==> src/rtl/stable_priority_queue_core_assert.svh <==
// Assertion macros shared by the queue RTL; clocked on clk, disabled while rst_n is low.
`ifndef STABLE_PRIORITY_QUEUE_CORE_ASSERT_SVH
`define STABLE_PRIORITY_QUEUE_CORE_ASSERT_SVH

// Condition that must hold at every clock edge out of reset.
`define SPQ_ASSERT_ALWAYS(lbl, expr, msg) \
    lbl: assert property (@(posedge clk) disable iff (!rst_n) (expr)) else $error(msg);

// Consequent that must hold in the cycle after the antecedent.
`define SPQ_ASSERT_NEXT(lbl, ante, cons, msg) \
    lbl: assert property (@(posedge clk) disable iff (!rst_n) (ante) |=> (cons)) else $error(msg);

`endif

==> src/rtl/spq_pkg.sv <==
// Shared constants, types and address helper for the stable priority queue.
`timescale 1ns / 1ps

package spq_pkg;

    localparam int QUEUE_DEPTH = 16;
    localparam int IDX_W       = $clog2(QUEUE_DEPTH);
    localparam int CNT_W       = $clog2(QUEUE_DEPTH + 1);

    localparam int PRIO_W  = 16;
    localparam int TAG_W   = 16;
    localparam int STAT_W  = 2;
    localparam int OCC_W   = 5;
    localparam int ENTRY_W = PRIO_W + TAG_W;

    localparam int S_TDATA_W = ((PRIO_W + TAG_W + 7) / 8) * 8;
    localparam int M_TDATA_W = ((TAG_W + PRIO_W + OCC_W + 7) / 8) * 8;

    localparam logic FUNC_PUSH = 1'b0;
    localparam logic FUNC_POP  = 1'b1;

    localparam logic [STAT_W-1:0] ST_PUSHED = 2'd0;
    localparam logic [STAT_W-1:0] ST_POPPED = 2'd1;
    localparam logic [STAT_W-1:0] ST_FULL   = 2'd2;
    localparam logic [STAT_W-1:0] ST_EMPTY  = 2'd3;

    typedef struct packed {
        logic              func;
        logic [PRIO_W-1:0] prio;
        logic [TAG_W-1:0]  tag;
    } op_t;

    typedef struct packed {
        logic [STAT_W-1:0] status;
        logic [TAG_W-1:0]  tag;
        logic [PRIO_W-1:0] prio;
        logic [OCC_W-1:0]  occupancy;
    } res_t;

    // Logical slot j behind the head maps onto the circular store.
    function automatic logic [IDX_W-1:0] phys_addr(input logic [IDX_W-1:0] base,
                                                   input logic [IDX_W-1:0] j);
        logic [IDX_W:0] sum;
        sum = {1'b0, base} + {1'b0, j};
        if (sum >= (IDX_W + 1)'(QUEUE_DEPTH))
        begin
            sum = sum - (IDX_W + 1)'(QUEUE_DEPTH);
        end
        return sum[IDX_W-1:0];
    endfunction

endpackage

==> src/rtl/spq_ram.sv <==
// Generic one-write one-read RAM with registered read data.
`timescale 1ns / 1ps

module spq_ram #(
    parameter int DATA_W = 32,
    parameter int DEPTH  = 16,
    parameter int ADDR_W = $clog2(DEPTH)
) (
    input  logic              clk,
    input  logic              wr_en,
    input  logic [ADDR_W-1:0] wr_addr,
    input  logic [DATA_W-1:0] wr_data,
    input  logic              rd_en,
    input  logic [ADDR_W-1:0] rd_addr,
    output logic [DATA_W-1:0] rd_data
);

    logic [DATA_W-1:0] mem [DEPTH];

    always_ff @(posedge clk)
    begin
        if (wr_en)
        begin
            mem[wr_addr] <= wr_data;
        end
    end

    always_ff @(posedge clk)
    begin
        if (rd_en)
        begin
            rd_data <= mem[rd_addr];
        end
    end

endmodule

==> src/rtl/spq_seq.sv <==
// Sequencer: insertion walk with the shared priority compare, head-pointer pop.
`timescale 1ns / 1ps
`include "stable_priority_queue_core_assert.svh"

module spq_seq (
    input  logic          clk,
    input  logic          rst_n,
    input  logic          op_valid,
    output logic          op_ready,
    input  spq_pkg::op_t  op,
    output logic          res_valid,
    input  logic          res_ready,
    output spq_pkg::res_t res
);

    localparam logic [1:0] S_IDLE = 2'd0;
    localparam logic [1:0] S_CMP  = 2'd1;
    localparam logic [1:0] S_INS  = 2'd2;
    localparam logic [1:0] S_OUT  = 2'd3;

    logic [1:0]                   state_reg, state_next;
    logic [spq_pkg::CNT_W-1:0]    count_reg, count_next;
    logic [spq_pkg::IDX_W-1:0]    base_reg, base_next;
    logic [spq_pkg::IDX_W-1:0]    i_reg, i_next;
    logic [spq_pkg::STAT_W-1:0]   status_reg, status_next;
    logic [spq_pkg::PRIO_W-1:0]   prio_reg, prio_next;
    logic [spq_pkg::TAG_W-1:0]    tag_reg, tag_next;

    logic                         wr_en, rd_en;
    logic [spq_pkg::IDX_W-1:0]    wr_j, rd_j, wr_addr, rd_addr;
    logic [spq_pkg::ENTRY_W-1:0]  wr_data, rd_data;
    logic [spq_pkg::CNT_W-1:0]    count_after;
    logic signed [spq_pkg::PRIO_W-1:0] rd_prio, new_prio;
    logic                         shift_up;

    spq_ram #(
        .DATA_W (spq_pkg::ENTRY_W),
        .DEPTH  (spq_pkg::QUEUE_DEPTH),
        .ADDR_W (spq_pkg::IDX_W)
    ) u_ram (
        .clk     (clk),
        .wr_en   (wr_en),
        .wr_addr (wr_addr),
        .wr_data (wr_data),
        .rd_en   (rd_en),
        .rd_addr (rd_addr),
        .rd_data (rd_data)
    );

    assign wr_addr  = spq_pkg::phys_addr(base_reg, wr_j);
    assign rd_addr  = spq_pkg::phys_addr(base_reg, rd_j);
    assign rd_prio  = $signed(rd_data[spq_pkg::ENTRY_W-1:spq_pkg::TAG_W]);
    assign new_prio = $signed(prio_reg);
    // shared compare: stored entry strictly lower moves back one slot
    assign shift_up = rd_prio < new_prio;

    always_comb
    begin
        case (status_reg)
            spq_pkg::ST_PUSHED: count_after = count_reg + 1'b1;
            spq_pkg::ST_POPPED: count_after = count_reg - 1'b1;
            default:            count_after = count_reg;
        endcase
    end

    always_comb
    begin
        res.status    = status_reg;
        res.occupancy = spq_pkg::OCC_W'(count_after);
        if (status_reg == spq_pkg::ST_POPPED)
        begin
            res.tag  = rd_data[spq_pkg::TAG_W-1:0];
            res.prio = rd_data[spq_pkg::ENTRY_W-1:spq_pkg::TAG_W];
        end
        else
        begin
            res.tag  = '0;
            res.prio = '0;
        end
    end

    always_comb
    begin
        state_next  = state_reg;
        count_next  = count_reg;
        base_next   = base_reg;
        i_next      = i_reg;
        status_next = status_reg;
        prio_next   = prio_reg;
        tag_next    = tag_reg;
        wr_en       = 1'b0;
        rd_en       = 1'b0;
        wr_j        = i_reg;
        rd_j        = '0;
        wr_data     = {prio_reg, tag_reg};
        op_ready    = 1'b0;
        res_valid   = 1'b0;

        case (state_reg)
            S_IDLE:
            begin
                op_ready = 1'b1;
                if (op_valid)
                begin
                    prio_next = op.prio;
                    tag_next  = op.tag;
                    if (op.func == spq_pkg::FUNC_PUSH)
                    begin
                        if (count_reg >= spq_pkg::CNT_W'(spq_pkg::QUEUE_DEPTH))
                        begin
                            status_next = spq_pkg::ST_FULL;
                            state_next  = S_OUT;
                        end
                        else
                        begin
                            status_next = spq_pkg::ST_PUSHED;
                            i_next      = spq_pkg::IDX_W'(count_reg);
                            if (count_reg == '0)
                            begin
                                state_next = S_INS;
                            end
                            else
                            begin
                                rd_en      = 1'b1;
                                rd_j       = spq_pkg::IDX_W'(count_reg - 1'b1);
                                state_next = S_CMP;
                            end
                        end
                    end
                    else
                    begin
                        if (count_reg == '0)
                        begin
                            status_next = spq_pkg::ST_EMPTY;
                        end
                        else
                        begin
                            status_next = spq_pkg::ST_POPPED;
                            rd_en       = 1'b1;   // head slot
                        end
                        state_next = S_OUT;
                    end
                end
            end

            S_CMP:
            begin
                wr_en = 1'b1;
                if (shift_up)
                begin
                    wr_data = rd_data;
                    i_next  = i_reg - 1'b1;
                    if (i_reg == spq_pkg::IDX_W'(1))
                    begin
                        state_next = S_INS;
                    end
                    else
                    begin
                        rd_en = 1'b1;
                        rd_j  = i_reg - spq_pkg::IDX_W'(2);
                    end
                end
                else
                begin
                    state_next = S_OUT;
                end
            end

            S_INS:
            begin
                wr_en      = 1'b1;
                state_next = S_OUT;
            end

            S_OUT:
            begin
                res_valid = 1'b1;
                wr_j      = spq_pkg::IDX_W'(1);   // adder reused for head advance
                if (res_ready)
                begin
                    count_next = count_after;
                    if (status_reg == spq_pkg::ST_POPPED)
                    begin
                        base_next = wr_addr;
                    end
                    state_next = S_IDLE;
                end
            end

            default:
            begin
                state_next = S_IDLE;
            end
        endcase
    end

    always_ff @(posedge clk or negedge rst_n)
    begin
        if (!rst_n)
        begin
            state_reg <= S_IDLE;
            count_reg <= '0;
            base_reg  <= '0;
        end
        else
        begin
            state_reg <= state_next;
            count_reg <= count_next;
            base_reg  <= base_next;
        end
    end

    always_ff @(posedge clk)
    begin
        i_reg      <= i_next;
        status_reg <= status_next;
        prio_reg   <= prio_next;
        tag_reg    <= tag_next;
    end

    `SPQ_ASSERT_ALWAYS(a_count_bound, count_reg <= spq_pkg::CNT_W'(spq_pkg::QUEUE_DEPTH), "count above depth")
    `SPQ_ASSERT_ALWAYS(a_base_bound, base_reg < spq_pkg::IDX_W'(spq_pkg::QUEUE_DEPTH - 1) || base_reg == spq_pkg::IDX_W'(spq_pkg::QUEUE_DEPTH - 1), "head pointer out of range")
    `SPQ_ASSERT_ALWAYS(a_cmp_slot, state_reg != S_CMP || i_reg != '0, "compare walk at slot zero")
    `SPQ_ASSERT_NEXT(a_pop_count, res_valid && res_ready && status_reg == spq_pkg::ST_POPPED, count_reg == spq_pkg::CNT_W'($past(count_reg) - 1'b1), "pop did not decrement count")

endmodule

==> src/rtl/stable_priority_queue_core.sv <==
// Top level of the stable max-priority queue: stream ports and result register.
`timescale 1ns / 1ps

//  channel  | direction | tdata (low bit up)               | tuser
//  ---------+-----------+----------------------------------+---------------
//  s_*      | in        | prio_in[15:0], tag_in[31:16]     | func[0]
//  m_*      | out       | tag_out[15:0], prio_out[31:16],  | status[1:0]
//           |           | occupancy[36:32], zero pad       |
//
// One operation at a time; s_tready is high only while the sequencer idles.
// Rejected push or any pop: idle, then the output state, where the result register loads.
// Push: idle, then a walk over the lower-priority entries from the tail at one RAM read
// and one write per cycle, then the new entry is written and the result register loads.
// Reset empties the queue at once (count and head pointer); RAM contents stay.
// m_tready low holds the result register and stalls the next operation's completion.

module stable_priority_queue_core (
    input  logic                          clk,
    input  logic                          rst_n,
    input  logic                          s_tvalid,
    output logic                          s_tready,
    input  logic [spq_pkg::S_TDATA_W-1:0] s_tdata,   // prio_in, tag_in
    input  logic [0:0]                    s_tuser,   // func
    output logic                          m_tvalid,
    input  logic                          m_tready,
    output logic [spq_pkg::M_TDATA_W-1:0] m_tdata,   // tag_out, prio_out, occupancy
    output logic [spq_pkg::STAT_W-1:0]    m_tuser    // status
);

    spq_pkg::op_t  op;
    spq_pkg::res_t res;
    logic          res_valid, res_ready;

    logic                          m_tvalid_reg;
    logic [spq_pkg::M_TDATA_W-1:0] m_tdata_reg, m_tdata_next;
    logic [spq_pkg::STAT_W-1:0]    m_tuser_reg;

    assign op.func = s_tuser[0];
    assign op.prio = s_tdata[spq_pkg::PRIO_W-1:0];
    assign op.tag  = s_tdata[spq_pkg::PRIO_W+spq_pkg::TAG_W-1:spq_pkg::PRIO_W];

    spq_seq u_seq (
        .clk       (clk),
        .rst_n     (rst_n),
        .op_valid  (s_tvalid),
        .op_ready  (s_tready),
        .op        (op),
        .res_valid (res_valid),
        .res_ready (res_ready),
        .res       (res)
    );

    // result register is free when empty or drained this cycle
    assign res_ready    = !m_tvalid_reg || m_tready;
    assign m_tdata_next = spq_pkg::M_TDATA_W'({res.occupancy, res.prio, res.tag});

    always_ff @(posedge clk or negedge rst_n)
    begin
        if (!rst_n)
        begin
            m_tvalid_reg <= 1'b0;
        end
        else if (res_ready)
        begin
            m_tvalid_reg <= res_valid;
        end
    end

    always_ff @(posedge clk)
    begin
        if (res_valid && res_ready)
        begin
            m_tdata_reg <= m_tdata_next;
            m_tuser_reg <= res.status;
        end
    end

    assign m_tvalid = m_tvalid_reg;
    assign m_tdata  = m_tdata_reg;
    assign m_tuser  = m_tuser_reg;

endmodule
==> config.mk <==
export PLATFORM = sky130hd
export DESIGN_NAME = stable_priority_queue_core
export DESIGN_NICKNAME = d
export VERILOG_FILES = /design/src/rtl/spq_pkg.sv /design/src/rtl/spq_ram.sv /design/src/rtl/spq_seq.sv /design/src/rtl/stable_priority_queue_core.sv
export VERILOG_INCLUDE_DIRS = /design/src /design/src/rtl
export SDC_FILE = /design/constraint.sdc
export NUM_CORES = 1
export LEC_CHECK = 0
export ABC_CLOCK_PERIOD_IN_PS = 4800
export CORE_ASPECT_RATIO = 1.5
export CORE_MARGIN = 2
export CORE_UTILIZATION = 30
export DETAILED_ROUTE_END_ITERATION = 10
export DONT_BUFFER_PORTS = 1
export PLACE_DENSITY_LB_ADDON = 0.15
export RECOVER_POWER = 25
export SLEW_MARGIN = 20
export SYNTH_ARGS = -nofsm -noshare
export SYNTH_HDL_FRONTEND = slang
export SYNTH_SLANG_ARGS = --single-unit
==> constraint.sdc <==
create_clock -name clk -period 4.8 [get_ports clk]
set_clock_uncertainty 0.1 [all_clocks]
set_input_delay 0.72 -clock clk [delete_from_list [all_inputs] [get_ports clk]]
set_output_delay 0.72 -clock clk [all_outputs]
set_load 0.01 [all_outputs]
# After elaboration in Yosys (flattened, before gate mapping)
# Memory sizes are Yosys's and may differ from the RTL's. A register that Yosys moved wholly into a read port is not among the register bits.
# Cells that the tools add are included.
# classes
reduce_logical	13
n_mux	41
order_cmp	4
n_addsub	8
n_eq_ne	11
# op_table
operator	n
$mux 32	2
$mux 4	13
$mux 2	10
$lt 16x16->1	1
$pmux 4 s2	2
$ge 5x5->1 const B	3
$sub 4x1->4 const B	3
$mux 1	11
$add 4x4->5	2
$pmux 5 s2	1
$ne 2x2->1 const B	4
$pmux 2 s4	1
$reduce_and 3->1	2
$add 5x1->5 const B	1
$logic_not 5->1	1
$reduce_and 5->1	1
$sub 5x1->5 const B	1
$eq 2x1->1 const B	2
$eq 2x2->1 const B	2
$eq 4x1->1 const B	1
$logic_not 2->1	2
$reduce_and 2->1	2
$sub 4x2->4 const B	1
$ne 3x3->1 const B	1
other kinds (7)	7
# word_totals
output_inout_bits	44
ramBits	512
reg_bits	89
memories	1
input_bits	37
word_cells	89
# memory_table
name	depth	word_bits	read_ports	rd_ports_with_merged_regs	wr	line	rtl
u_seq.u_ram.mem	16	32	1	1	1	spq_ram.sv:18	logic [DATA_W-1:0] mem [DEPTH];

# Depth between registers and ports, before layout
# depth
word_depth	9
ltp_mapped	16
depth_no_buf	14

# By module
# From an unflattened synthesis, not the netlist that was laid out.
# hier_totals
cells_unflattened	1192
hier_area_um2	24815.0
# modules_own_cells
mod	area_per_inst_um2	cells_each	instances	seq_area_each_um2
spq_ram	20155.6	838	1	16335.7
spq_seq	3408.3	307	1	1416.4
stable_priority_queue_core	1251.2	47	1	1196.1

# Least setup slack after synthesis
# OpenSTA, ideal clock, no wires.
# synth_path
path_kind	register to register
startpoint	register u_seq.u_ram.rd_data[31] (read register of u_seq.u_ram.mem)
endpoint	register u_seq.u_ram.rd_data[11] (read register of u_seq.u_ram.mem), data pin
required_ns	4.439
setup_slack_ns	-0.046
n_path_buf	3
arrival_time_ns	4.485
stages_incl_launch_ff	15
period_less_slack_ns	4.846
setup_time_ns	0.261
path_cell_list	edfxtp_1 -> ha_1 -> nand4_1 -> or4_1 -> o32a_1 -> a21bo_2 -> nand3_2 -> buf_2 -> o32ai_1 -> ha_1 -> clkbuf_1 -> buf_1 -> mux4_2 -> mux2i_1 -> mux2i_1
# synth_via
elab_chain_cells	6
word_cells_on_any_way	9
cone_classes	add/sub (2); order compare (2); mux (5)
# synth_lines
element	line	rtl
start, declared	spq_ram.sv:15	output logic [DATA_W-1:0] rd_data
$lt 16x16->1 (*)	spq_seq.sv:55	assign shift_up = rd_prio < new_prio;
$mux 4	spq_seq.sv:149	if (shift_up)
$pmux 4 s2	spq_seq.sv:99	case (state_reg)
$add 4x4->5	spq_pkg.sv:44	sum = {1'b0, base} + {1'b0, j};
$sub 4x1->4 / $ge 5x5->1 (equally long branches)	spq_pkg.sv:47, spq_pkg.sv:45	
$mux 4	spq_pkg.sv:45	if (sum >= (IDX_W + 1)'(QUEUE_DEPTH))
# Every way passes the cells marked *; elsewhere a longest branch is shown, timed or not.
# A chain may end at the register's enable or synchronous reset.

# Worst setup path after layout
# layout_path
startpoint	register u_seq.u_ram.rd_data[28] (read register of u_seq.u_ram.mem)
endpoint	register u_seq.u_ram.rd_data[14] (read register of u_seq.u_ram.mem), data pin
# The elaborated chain is that of the path after synthesis.

==> results.toml <==
[detailed_routing]
wl_met2_um = 31800
drc = 0
ant_nets = 0
wl_um = 62000
highest_layer = "met5"
viasPerCell = 4.69
vias = 11500
drt_pass1_iterations = 5
routedWlPerCell_um = 25.4
wl_met3_um = 2460
met1_length_um = 26300
drt_iter0_drc = 796

[power]
clkPwrFrac_pct = 20.0
sw_frac_of_total_pct = 34.9
p_int_mw = 16.1
power_density_nw_per_um2 = 838
p_sw_mw = 8.62
ir_worst_vdd_mv = 0.603
pwr-share-comb_pct = 42.0
p_seq_share_pct = 38.1
power.leakage_nw = 9.39
total_power_mw = 24.7

[sta]
fmax_ghz = 0.212
tns_ps = 0
holdWs_ps = 101
finalCritPeriodShare_pct = 98.2
rsz0062_at_grt = "true"
setup_violations = 0
hold_violations = 0
tightestPinTransition_ps = 1960
slew_headroom_pct = -30.6
maxSlewViolCount = 34
min_period_ps = 4710

[logic_synthesis]
synth_edf_count = 621
postSynthCellCount = 1189
synth_seq_cells = 633
synth_area_sq_um = 25000
synth_ff_type = "edfxtp_1"
ys_async_sr_fraction_pct = 1.90
syn_avg_cell_area_sq_um = 21.1
ys_warn_count = 0
ys_types = 46
yosysSeqAreaShare_pct = 75.7

[global_route]
grt.overflow.total = 0
grt_pass1_vias = 12500
grt_usage_pct = 14.8
grt_max_degree = 45
antenna_found_initial = 2
grt_pass1_wl_um = 89900

[critical_path]
cp_max_fo = 14
path_class = "reg2reg"
startpoint = "u_seq.u_ram.rd_data[28]"
crit_required_ps = 5050
critPathArrivalTime_ps = 4970
r2r-start = "u_seq.u_ram.rd_data[28]"
start_kind = "register"
end_kind = "register"

[clock_network]
cts_buffers = 66
cts.sinks = 633
clockBufferDepth = 3
clk_latency_ps = 610
clockRootBuffer = "clkbuf_16"
htreeDepth = 3
clk_pin_slew_worst_paths_ps = 60
cts_tree = "done"

[die]
die_x_um = 240
die_h_um = 358
die_area_sq_um = 85800
io_pins = 81
initial_core_util_pct = 30.3
design.core.area_sq_um = 82600
rows = 129

[flow_run]
cap_viol_max_count = 2

[cells_and_area]
final_cell_mix = "edfxtp_1 (621), mux4_2 (128), mux2i_1 (92)"
fin_util_pct = 35.7
drive_gt1_share_pct = 27.3
final_common_cell = "edfxtp_1"
fillCellCount = 7682
nets = 1349
largest_reg_flops = 512
areaGrowthSynthToFinish_pct = 17.9

[min_path]
min-delay-path-class = "in2reg"
hp-start = "s_tdata[14]"

[placement]
dp_hpwl_um = 34500
gp_congestion = 0.736
place.port_buffers = 0

[outcome]
violations = "max-capacitance violations, max-slew violations"
outcome = "finished with violations"
==> worst max-delay path, stage by stage, from the launching register on <==
cell,delay [ps]
edfxtp_1,480
ha_4,330
nand4_1,150
or4_1,560
o32a_1,330
a21bo_2,250
nand3_4,120
o32ai_4,110
ha_4,190
fa_4,890
buf_12,180
buf_12,170
mux4_2,310
mux2i_1,190
mux2i_1,90
==> power by group through the flow <==
stage	combinational [mW]	sequential, mW	clock (mW)
after global placement	10.5	9.48	0
after CTS	10.6	9.44	5.10
after floorplan	6.35	9.32	0
final	10.4	9.42	4.93
after detailed placement	10.6	9.54	0
after global routing	11.3	9.57	5.31
==> through the flow <==
stage          instance area, sq um  setup WS [ps]  std cells
2_1_floorplan                 25100           57.4       1191
3_3_place_gp                  27300           -123       2318
3_5_place_dp                  27300          -78.2       2318
4_1_cts                       29400           40.3       2437
5_1_grt                       29500           -110       2442
6_report                      29500           87.0       2444
==> synthesized netlist by cell type, types with 14 or more instances <==
cell type / number / share of area, %
edfxtp_1: 621 / 74
and2_1: 34 / 0.85
mux4_2: 128 / 12
ha_1: 31 / 1.5
nand2_1: 26 / 0.39
a21oi_1: 18 / 0.36
mux2_2: 33 / 1.5
nor2_1: 32 / 0.48
xnor2_1: 14 / 0.49
mux2i_1: 98 / 3.9
clkbuf_1: 32 / 0.48
inv_1: 27 / 0.40
==> final timing paths <==
kind / depth (start not counted) / to / slack [ps]
min reg2reg: 2 / u_seq.base_reg[2] / 450
min: 0 / u_seq.new_prio[14] / 100
min in group asynchronous: 1 / u_seq.base_reg[1] / 480
max: 14 / u_seq.u_ram.rd_data[14] / 90
max reg2reg: 14 / u_seq.u_ram.rd_data[14] / 90
max in group asynchronous: 1 / u_seq.state_reg[0] / 3670
==> routing by layer <==
layer	up-vias	track usage, %
met2	234	25.6
li1	5010	-
met4	2	4.87
met1	6128	19.0
met5	-	0
met3	78	2.52
==> kinds of logic after synthesis <==
logic type                 Yosys count  share of synthesized area, %
AOI/OAI and AO/OA                   45                          1.17
xor gates and xnor gates            19                         0.695
adders and majority gates           33                          1.71
buffers and inverters               79                          1.33
DFF                                633                          75.7
muxes                              259                          16.9
other                                1                        0.0150
and+or+nand+nor                    120                          2.50
==> area by class of cell <==
type | instances | area (sq um) | share of cell area (%)
clock buffer | 81 | 1730 | 5.86
inverter | 27 | 101 | 0.343
clock inverter | 37 | 322 | 1.09
multi-input combinational | 479 | 6050 | 20.5
timing repair buffer | 72 | 962 | 3.26
tap | 1113 | 1390 | 4.72
antenna | 2 | 5.00 | 0.0170
sequential | 633 | 18900 | 64.2
==> what timing repair did <==
action	in CTS	in global routing
hold endpoints to repair	12	0
setup buffers	0	5
hold buffers	1	0
pin swaps	0	2
setup endpoints to repair	21	32
resized for setup	3	12
Note: power is estimated with default switching activity, not from simulation.
